--- config.mk ---
export PLATFORM = sky130hd
export DESIGN_NAME = spbp_div
export DESIGN_NICKNAME = d
export VERILOG_FILES = /design/src/rtl/spbp_pkg.sv /design/src/rtl/spbp_div.sv
export SDC_FILE = /design/constraint.sdc
export NUM_CORES = 1
export LEC_CHECK = 0
export BUFFER_PORTS_ARGS = -buffer_cell sky130_fd_sc_hd__buf_2
export CAP_MARGIN = 20
export CORE_MARGIN = 2
export CORE_UTILIZATION = 57
export DETAILED_ROUTE_END_ITERATION = 8
export GPL_TIMING_DRIVEN = 0
export PLACE_DENSITY = 0.78
export SETUP_SLACK_MARGIN = 0.4
export SLEW_MARGIN = 20
export SYNTH_ARGS = -nofsm -noshare
export SYNTH_HDL_FRONTEND = slang
export SYNTH_SLANG_ARGS = --single-unit
--- constraint.sdc ---
create_clock -name clk -period 3.8 [get_ports clk]
set_input_delay 0.76 -clock clk [delete_from_list [all_inputs] [get_ports clk]]
set_output_delay 0.76 -clock clk [all_outputs]
set_load 0.02 [all_outputs]
--- src/rtl/spbp_pkg.sv ---
`timescale 1ns / 1ps
// ----------------------------------------------------------------------------
// spbp_pkg: shared types and constants
// Sequencer states and configuration register indexes of the spectrum peak
// and band power block.
// ----------------------------------------------------------------------------
package spbp_pkg;

  localparam int BIN_W  = 32;
  localparam int CFG_W  = 11;
  localparam int FREQ_W = 16;
  localparam int OUT_PEAKS = 3;

  localparam logic CFG_FREQ_MAX = 1'b0;
  localparam logic CFG_NUM_BINS = 1'b1;

  typedef enum logic [3:0] {
    ST_IDLE,
    ST_BIN,
    ST_EDGE,
    ST_FIN,
    ST_P1_GO,
    ST_P1_WAIT,
    ST_P2_GO,
    ST_P2_WAIT,
    ST_SC_RD,
    ST_SC_ACC,
    ST_CV_MUL,
    ST_CV_GO,
    ST_CV_WAIT,
    ST_EMIT
  } state_t;

endpackage

--- src/rtl/spbp_div.sv ---
`timescale 1ns / 1ps
// ----------------------------------------------------------------------------
// spbp_div: shared restoring divider
// One quotient bit per cycle from start to done.
// ----------------------------------------------------------------------------
module spbp_div import spbp_pkg::*; #(
  parameter int DW = 50
) (
  input  logic          clk,
  input  logic          rst_n,
  input  logic          start,
  input  logic [DW-1:0] dividend,
  input  logic [DW-1:0] divisor,
  output logic          busy,
  output logic          done,
  output logic [DW-1:0] quot
);

  localparam int CNT_W = $clog2(DW + 1);

  logic [DW-1:0]    rem_r;
  logic [DW-1:0]    quo_r;
  logic [DW-1:0]    dvs_r;
  logic [CNT_W-1:0] cnt_r;
  logic             busy_r;
  logic             done_r;
  logic [DW:0]      trial;
  logic             fits;

  assign trial = {rem_r, quo_r[DW-1]};
  assign fits  = trial >= {1'b0, dvs_r};

  always_ff @(posedge clk) begin
    if (!rst_n) begin
      busy_r <= 1'b0;
      done_r <= 1'b0;
      cnt_r  <= '0;
    end else begin
      done_r <= 1'b0;
      if (start && !busy_r) begin
        busy_r <= 1'b1;
        cnt_r  <= CNT_W'(DW);
      end else if (busy_r) begin
        cnt_r <= cnt_r - 1'b1;
        if (cnt_r == CNT_W'(1)) begin
          busy_r <= 1'b0;
          done_r <= 1'b1;
        end
      end
    end
  end

  always_ff @(posedge clk) begin
    if (start && !busy_r) begin
      rem_r <= '0;
      quo_r <= dividend;
      dvs_r <= divisor;
    end else if (busy_r) begin
      rem_r <= fits ? DW'(trial - {1'b0, dvs_r}) : DW'(trial);
      quo_r <= {quo_r[DW-2:0], fits};
    end
  end

  assign busy = busy_r;
  assign done = done_r;
  assign quot = quo_r;

endmodule

==> flow_metrics.py <==
metrics = {
    "detailed_routing": {
        "wl_um": 23880,
        "vias": 7606,
        "ant_nets": 0,
        "wire_per_inst_um": 18.24,
        "drt_pass1_iterations": 6,
        "vias_per_cell": 5.811,
        "drt_iter0_markers": 663,
        "drc": 0,
    },
    "sta": {
        "finalSetupViolations": 0,
        "setup_ws_ps": 413.2,
        "setup_tns_ps": 0,
        "max_slew_margin_pct": 50.69,
        "slew_viol_final": 0,
        "period_needed_ps": 3387,
        "hold_viol": 0,
        "timing.hold.ws_ps": 484.0,
        "fmax_ghz": 0.2953,
        "worstMarginPinSlew_ps": 739.6,
        "finalCritPeriodShare_pct": 89.13,
        "rsz0062_at_grt": "true",
        "fin_skew_ps": 14.40,
    },
    "yosys": {
        "yosysWarningCount": 0,
        "seq_area_frac_synth_pct": 45.65,
        "avgSynthCellArea_um2": 10.35,
        "synthDistinctLibCells": 66,
        "async_flop_share_pct": 0,
        "synthesis.area_mm2": 0.009122,
        "synth_edf_count": 100,
        "synthCells": 881,
        "ys_ff_latch": 158,
        "synth_nets": 1037,
        "synth_ff_type": "edfxtp_1",
    },
    "floorplan": {
        "core_mm2": 0.01577,
        "die_area_mm2": 0.01703,
        "boundaryPins": 155,
        "die_h_um": 130.5,
        "rows": 46,
        "start_util_pct": 57.85,
        "die_w_um": 130.5,
    },
    "power": {
        "power_switching_mw": 3.192,
        "power_density_mw_per_mm2": 729.8,
        "pwr-share-comb_pct": 50.4,
        "p_clk_share_pct": 20.0,
        "switching_share_pct": 38.56,
        "internal_power_mw": 5.086,
        "max-vdd-ir-drop_uv": 457.8,
        "power_leakage_nw": 4.989,
        "p_seq_share_pct": 29.7,
    },
    "run": {
        "maxCapViolCount": 0,
    },
    "worst_setup_path": {
        "arrival_ps": 3720,
        "cp.required_ps": 4130,
        "path_cells": "inv_1, ha_4, buf_6, nand4_1, or3_4, a311oi_4, nor4b_4, or2_1, o21ai_2, a311o_1, buf_6, clkbuf_16, mux2_4, a22o_1",
        "crit_fanout": 7,
        "path_class": "flip-flop to flip-flop",
        "slowest_delay_ps": 380,
        "cpMostUsedCell": "buf_6",
        "crit_family": "compound AO/OA/AOI/OAI gates",
        "end_kind": "flip-flop",
        "path_buf_inv": 4,
        "cp_slowest_cell": "or3_4",
        "crit_path_start_kind": "flip-flop",
    },
    "cells_and_area": {
        "nets": 1235,
        "drive_above_1_share_pct": 30.40,
        "area_growth_pct": 24.33,
        "post-route-util_pct": 71.92,
    },
    "global_routing": {
        "grt-ovfl-total": 0,
        "grt_max_degree": 32,
        "grt_pass1_vias": 7215,
        "grt_pass1_wl_um": 35820,
        "grtUsageTotal_pct": 27.11,
        "antenna_found_initial": 1,
    },
    "clock_tree": {
        "clkTransAtPathRegs_ps": 70,
        "cts_buffer_depth": 2,
        "cts_hold_buf": 0,
        "cts_buffers": 17,
        "clk_latency_ps": 440,
        "h-tree-depth": 4,
        "root_buffer": "clkbuf_16",
        "numClockSinks": 158,
        "cts_tree": "built",
    },
    "placement": {
        "pre_cts_ws_ps": 45.47,
        "place.gp.congestion": 0.9870,
        "port_buffers": 154,
        "hpwl_um": 16530,
    },
    "run_status": {
        "outcome": "finished clean",
    },
    "hold_path": {
        "hold_class": "flip-flop to flip-flop",
    },
}
[per-layer routing]
layer / up-vias / GRT usage, % / routed length [um]
met5: - / 0 / 0
met4: 0 / 9.637 / 535
met3: 45 / 6.800 / 1766
met2: 303 / 44.24 / 11270
met1: 3627 / 35.30 / 10300
li1: 3631 / - / -
[cell usage in the layout, fill, tap and decap left out, types with 7 or more instances in the layout]
cell       count
nand3_1       18
o211ai_1      10
clkbuf_16     19
nand4_1        9
o21ai_0       27
a21oi_1       66
a21o_1        33
mux2_2        56
buf_2        156
xor2_1        22
edfxtp_1     100
xnor2_1       28
buf_4         19
o21ai_1        9
nand2_1       73
dfxtp_1       58
nand2b_1       7
clkbuf_1      25
o21a_1         7
nor3_1         7
mux2_4        16
a22o_1        30
nor2_1        50
inv_1         56
nor2b_1        8
ha_1          44
[through the flow]
step | area (um2) | std cells | power (mW)
global route | 11340 | 1309 | 8.723
CTS | 10820 | 1288 | 7.486
finish | 11340 | 1309 | 8.278
detailed placement | 10210 | 1253 | 5.772
floorplan | 9124 | 881 | 4.947
global placement | 10160 | 1251 | 5.708
[kinds of logic after synthesis]
kind of cell / Yosys count / share of synthesized area (%)
AOI/OAI and AO/OA: 236 / 17.34
and+or+nand+nor: 208 / 10.86
muxes: 76 / 9.381
buffers and inverters: 100 / 4.622
DFF: 158 / 45.65
adders and majority gates: 53 / 7.351
xor gates and xnor gates: 50 / 4.800
[what timing repair did]
action	in CTS	in global routing
resized for setup	7	74
endpoints found under the setup margin	41	46
pin swaps	3	19
buffers inserted	3	17
gates cloned	0	3
[final timing paths]
check             slack [ps]       from  cells after the start        end
hold / removal           480  rem_r[23]                      2  rem_r[23]
hold reg to reg          480  rem_r[23]                      2  rem_r[23]
setup / recovery         410  dvs_r[17]                     14  rem_r[43]
setup reg to reg         410  dvs_r[17]                     14  rem_r[43]
[power groups by stage]
stage	clock, mW	combinational [mW]	sequential (mW)
floorplan	0	2.46	2.49
global placement	0	3.26	2.45
detailed placement	0	3.32	2.45
CTS	1.68	3.38	2.43
global route	1.74	4.49	2.50
finish	1.65	4.17	2.46
[synthesized netlist by cell type, types with 28 or more instances]
library cell | count | area share (%)
ha_1 | 52 | 7.1
edfxtp_1 | 100 | 33
xnor2_1 | 28 | 2.7
a21o_1 | 33 | 2.7
inv_1 | 59 | 2.4
a22o_1 | 30 | 2.9
nor2_1 | 50 | 2.1
dfxtp_1 | 58 | 13
o21ai_0 | 29 | 1.6
mux2_2 | 56 | 6.9
nand2_1 | 74 | 3.0
a21oi_1 | 69 | 3.8
[state kept, by name (all words and copies together) (netlist names)]
| name | count |
|---|---|
| dvs_r | 50 |
| rem_r | 50 |
| cnt_r | 6 |
| quot | 50 |
| busy | 1 |
| done | 1 |
[cell type report]
| cell class | count | area (um2) |
|---|---|---|
| Multi-Input combinational cell | 623 | 4805 |
| Antenna cell | 1 | 2.502 |
| Inverter | 59 | 221.5 |
| Timing Repair Buffer | 179 | 1027 |
| Fill cell | 1159 | 4428 |
| Buffer | 41 | 289.0 |
| Sequential cell | 158 | 4164 |
| Clock inverter | 13 | 130.1 |
| Clock buffer | 19 | 432.9 |
| Tap cell | 216 | 270.3 |
[worst register-to-register path: stages (launching register included)]
cell	delay [ps]
edfxtp_1	330
inv_1	60
ha_4	260
buf_6	110
nand4_1	150
or3_4	380
a311oi_4	320
nor4b_4	90
or2_1	270
o21ai_2	190
a311o_1	250
buf_6	210
clkbuf_16	190
mux2_4	300
a22o_1	180
Power figures use the tool's default switching activity.
