--- src/rtl/spbp_pkg.sv ---
`timescale 1ns / 1ps
// ----------------------------------------------------------------------------
// spbp_pkg: shared types and constants
// Sequencer states and configuration register indexes of the spectrum peak
// and band power block.
// ----------------------------------------------------------------------------
package spbp_pkg;

  localparam int BIN_W  = 32;
  localparam int CFG_W  = 11;
  localparam int FREQ_W = 16;
  localparam int OUT_PEAKS = 3;

  localparam logic CFG_FREQ_MAX = 1'b0;
  localparam logic CFG_NUM_BINS = 1'b1;

  typedef enum logic [3:0] {
    ST_IDLE,
    ST_BIN,
    ST_EDGE,
    ST_FIN,
    ST_P1_GO,
    ST_P1_WAIT,
    ST_P2_GO,
    ST_P2_WAIT,
    ST_SC_RD,
    ST_SC_ACC,
    ST_CV_MUL,
    ST_CV_GO,
    ST_CV_WAIT,
    ST_EMIT
  } state_t;

endpackage

--- src/rtl/spbp_peaks.sv ---
`timescale 1ns / 1ps
// ----------------------------------------------------------------------------
// spbp_peaks: sorted table of the largest distinct peak amplitudes
// One insert per cycle; an equal amplitude only moves its index.
// ----------------------------------------------------------------------------
module spbp_peaks import spbp_pkg::*; #(
  parameter int TOP_PEAKS = 3,
  parameter int IW = 10
) (
  input  logic             clk,
  input  logic             rst_n,
  input  logic             clear,
  input  logic             add,
  input  logic [BIN_W-1:0] add_ampl,
  input  logic [IW-1:0]    add_idx,
  output logic [BIN_W-1:0] top_ampl [OUT_PEAKS],
  output logic [IW-1:0]    top_idx [OUT_PEAKS],
  output logic             full
);

  localparam int SLOTS = TOP_PEAKS + 1;
  localparam int PW = $clog2(SLOTS + 1);

  logic [BIN_W-1:0] ampl_r [SLOTS];
  logic [IW-1:0]    idx_r [SLOTS];
  logic [SLOTS-1:0] vld_r;
  logic [SLOTS-1:0] same;
  logic [PW-1:0]    pos;
  logic             pos_hit;

  always_comb begin
    pos = PW'(SLOTS);
    pos_hit = 1'b0;
    for (int s = 0; s < SLOTS; s++) begin
      same[s] = vld_r[s] && (ampl_r[s] == add_ampl);
      if (!pos_hit && (!vld_r[s] || add_ampl > ampl_r[s])) begin
        pos = PW'(s);
        pos_hit = 1'b1;
      end
    end
  end

  always_ff @(posedge clk) begin
    if (!rst_n || clear) begin
      vld_r <= '0;
      for (int s = 0; s < SLOTS; s++) begin
        ampl_r[s] <= '0;
        idx_r[s]  <= '0;
      end
    end else if (add) begin
      if (|same) begin
        for (int s = 0; s < SLOTS; s++) begin
          if (same[s]) idx_r[s] <= add_idx;
        end
      end else if (pos_hit) begin
        for (int s = 0; s < SLOTS; s++) begin
          if (PW'(s) == pos) begin
            ampl_r[s] <= add_ampl;
            idx_r[s]  <= add_idx;
            vld_r[s]  <= 1'b1;
          end
        end
        // shift lower entries down one slot
        for (int s = 1; s < SLOTS; s++) begin
          if (PW'(s) > pos) begin
            ampl_r[s] <= ampl_r[s-1];
            idx_r[s]  <= idx_r[s-1];
            vld_r[s]  <= vld_r[s-1];
          end
        end
      end
    end
  end

  always_comb begin
    for (int k = 0; k < OUT_PEAKS; k++) begin
      top_ampl[k] = '0;
      top_idx[k]  = '0;
      if (k < TOP_PEAKS) begin
        top_ampl[k] = ampl_r[k % SLOTS];
        top_idx[k]  = idx_r[k % SLOTS];
      end
    end
  end

  assign full = vld_r[TOP_PEAKS];

endmodule

--- config.mk ---
export PLATFORM = sky130hd
export DESIGN_NAME = spbp_peaks
export DESIGN_NICKNAME = d
export VERILOG_FILES = /design/src/rtl/spbp_pkg.sv /design/src/rtl/spbp_peaks.sv
export SDC_FILE = /design/constraint.sdc
export NUM_CORES = 1
export LEC_CHECK = 0
export BUFFER_PORTS_ARGS = -buffer_cell sky130_fd_sc_hd__buf_2
export CORE_UTILIZATION = 45
export CTS_BUF_LIST = sky130_fd_sc_hd__clkbuf_8
export DETAILED_ROUTE_END_ITERATION = 7
export GPL_ROUTABILITY_DRIVEN = 0
export PLACE_DENSITY = 0.77
export SLEW_MARGIN = 25
export SYNTH_ARGS = -nofsm -noshare
export SYNTH_HDL_FRONTEND = slang
export SYNTH_SLANG_ARGS = --single-unit
--- constraint.sdc ---
create_clock -name clk -period 11.6 [get_ports clk]
set_clock_uncertainty 0.1 [all_clocks]
set_input_delay 2.32 -clock clk [delete_from_list [all_inputs] [get_ports clk]]
set_output_delay 2.32 -clock clk [all_outputs]
set_load 0.05 [all_outputs]
==> impl_metrics.tcl <==
set metrics [dict create \
    status "finished clean" \
    p_leak_uw 0.005106 \
    critPathKind "input port to flip-flop" \
    ys_top_cells_by_area "edfxtp_1 (47%), ha_1 (16%), a22o_1 (8.7%)" \
    rrSetupSlack_ns 6.71 \
    synth_area_um2 9998 \
    die_x_um 151.1 \
    fp-row-count 54 \
    post_cts_buffers 0 \
    cts-resized-gates 0 \
    first_pass_iters 5 \
    synth_largest_area_cell "edfxtp_1" \
    fin_crit_sh_pct 55.59 \
    synth_top_flop_cell "edfxtp_1" \
    fillers 1862 \
    hold_ws_ns 0.4474 \
    ys_types 60 \
    finalHoldViolations 0 \
    wirelength_um 26410 \
    cts_tree "done" \
    final_core_util_pct 52.63 \
    grt_setup_unrepaired "no" \
    vias 7538 \
    chipHeight_um 151.1 \
    path_max_fanout 78 \
    cts_inserted_buffers 17 \
    ys_seq_elements 162 \
    syn_nets 1036 \
    wl_per_cell_um 19.91 \
    root_buffer "clkbuf_8" \
    fmax_mhz 155.1 \
    num-nets-final 1208 \
    io_pins 173 \
    path_delay_family "simple AND/OR/NAND/NOR gates" \
    worst-path-buf-inv 2 \
    grt_pass1_wl_um 40670 \
    grt.total_usage_pct 23.83 \
    antennaDiodeCount 0 \
    max_stage_delay_ns 0.86 \
    vdd_drop_max_mv 0.07022 \
    drc 0 \
    multi_input_area_um2 4538 \
    synthArstFlopShare_pct 0 \
    p_per_area_nw_per_um2 120.8 \
    htree_levels 4 \
    cts_num_sinks 162 \
    vias_per_cell 5.680 \
    seq_area_um2 4825 \
    fin_crit_ns 6.448 \
    clock_latency_ns 0.47 \
    port_buffers 172 \
    maxCapViolCount 0 \
    cp.required_ns 11.60 \
    fin_tns_setup_ns 0 \
    drt_iter0_markers 580 \
    grt_overflow 0 \
    final_cell_count_no_fill 1327 \
    setup.worst_path.end_class "flip-flop" \
    drv_slew 0 \
    synth_seq_area_share_pct 48.25 \
    synthCells 862 \
    path_clk_slew_ns 0.09 \
    antenna_found_initial 0 \
    relSlewSlack_pct 31.38 \
    startpoint_type "input port" \
    synth_top_area_share_pct 47.45 \
    synthToLayoutAreaGrowth_pct 14.88 \
    drtAntennaViolNets 0 \
    dp_hpwl_um 19250 \
    min_path_type "flip-flop to flip-flop" \
    post-place-cells 1295 \
    cts_buffer_depth 2 \
    tightest_slew_ns 1.029 \
    synth_enable_flop_cells 158 \
    critPathSlowestCell "nand2b_2" \
    avgSynthCellArea_um2 11.60 \
    cp_cell_sequence "buf_2 > ha_1 > nand4_1 > nor4_2 > and3_1 > a2111o_1 > nor2_2 > a21boi_4 > buf_4 > nand2b_2 > o21bai_1" \
    die_area_um2 22820 \
    grt_max_degree 79 \
    cts_hold_buf 0 \
    grt_pass1_vias 7400 \
    synth-warning-count 0 \
    arrival_ns 6.45 \
    finalSetupViolCount 0 \
    start_util_pct 45.81 \
    core_area_um2 21820 \
    drive_above_1_share_pct 21.78 \
]
-- layout make-up --
cell class                      instances  area share, %
Sequential cell                       162          42.00
Multi-Input combinational cell        541          39.51
Timing Repair Buffer                  181          8.083
Inverter                              131          4.281
Tap cell                              280          3.050
Clock buffer                           18          2.157
Clock inverter                         14         0.9150
-- tightest hold or removal path: stages (launching register included) --
cell	delay, ns
dfxtp_1	0.36
nand2_1	0.07
o21ai_0	0.07
-- cells in the final DEF (no fill, tap or decap), drive strengths merged, types with 2 or more instances in the layout --
cell type  count
and2          33
a211o          2
a22oi          2
nor4           6
and3           2
o21ai         18
dfxtp          4
nand4         30
and4           5
nor2b         16
a21oi         45
a31oi          2
ha           128
nand2b         7
clkinv         6
or3            4
clkinvlp       3
mux2i         21
nand3         10
buf          181
clkbuf        18
inv          135
nor2          31
nor3           8
o221a          2
a221o          2
a21o          27
a21boi         2
nand2         20
edfxtp       158
a22o          99
o21a           2
-- worst paths after layout --
check,startpoint,end,cells after the start
worst min register to register,vld_r[1]$_SDFFE_PP0P_,vld_r[1]$_SDFFE_PP0P_,2
worst max-delay path,add_ampl[25],idx_r[0][15]$_DFFE_PP_,11
worst min-delay path,vld_r[1]$_SDFFE_PP0P_,vld_r[1]$_SDFFE_PP0P_,2
worst max register to register,ampl_r[1][29]$_DFFE_PP_,idx_r[0][15]$_DFFE_PP_,10
-- through the flow --
step	instance area, um^2	setup slack [ns]	power, uW
6_report	11490	5.152	1388
3_5_place_dp	11130	4.637	1008
2_1_floorplan	9998	5.868	913.3
4_1_cts	11490	5.129	1392
3_3_place_gp	11130	4.761	999.4
5_1_grt	11490	4.819	1445
-- metal layers --
| layer | share of wire [%] | wire [um] | vias to the layer above | track usage (%) |
|---|---|---|---|---|
| met4 | 2.4 | 644 | 0 | 8.400 |
| met1 | 44 | 11510 | 3655 | 31.16 |
| met3 | 7.6 | 2016 | 39 | 5.934 |
| met2 | 46 | 12250 | 278 | 38.30 |
| li1 | - | - | 3566 | - |
| met5 | 0 | 0 | - | 0 |
-- kinds of logic (layout without fill, tap and decap cells) --
group                      Yosys count  in the layout  synth area share [%]
AOI/OAI and AO/OA                  215            215                 16.47
muxes                               21             21                 2.102
buffers and inverters              159            344                 6.658
DFF                                162            162                 48.25
and+or+nand+nor                    177            177                 10.50
adders and majority gates          128            128                 16.02
-- flip-flops by register name (all words and copies together) (netlist names) --
| signal | flops |
|---|---|
| ampl_r | 128 |
| vld_r | 4 |
| idx_r | 30 |
-- synthesized netlist by cell type, drive strengths merged (2+ instances only) --
cell    count
edfxtp    158
a21oi      45
nand2b      7
mux2i      21
a31oi       2
a22o       99
nor2b      16
a21o       27
a22oi       2
nand4      30
buf        19
ha        128
inv       131
clkbuf      9
nor3        8
and2       33
and3        2
nor2       31
a221o       2
o221a       2
a211o       2
or3         4
nor4        6
nand3      10
a21boi      2
and4        5
nand2      20
o21a        2
o21ai      18
dfxtp       4
-- where the power goes --
group | switching (uW) | internal, uW | leakage [uW] | total [uW]
Clock | 219 | 171 | 0.000189 | 390
Combinational | 212 | 86.2 | 0.00308 | 298
Sequential | 24.7 | 675 | 0.00184 | 700
Total | 456 | 932 | 0.00511 | 1390
(Power assumes the default switching activity.)
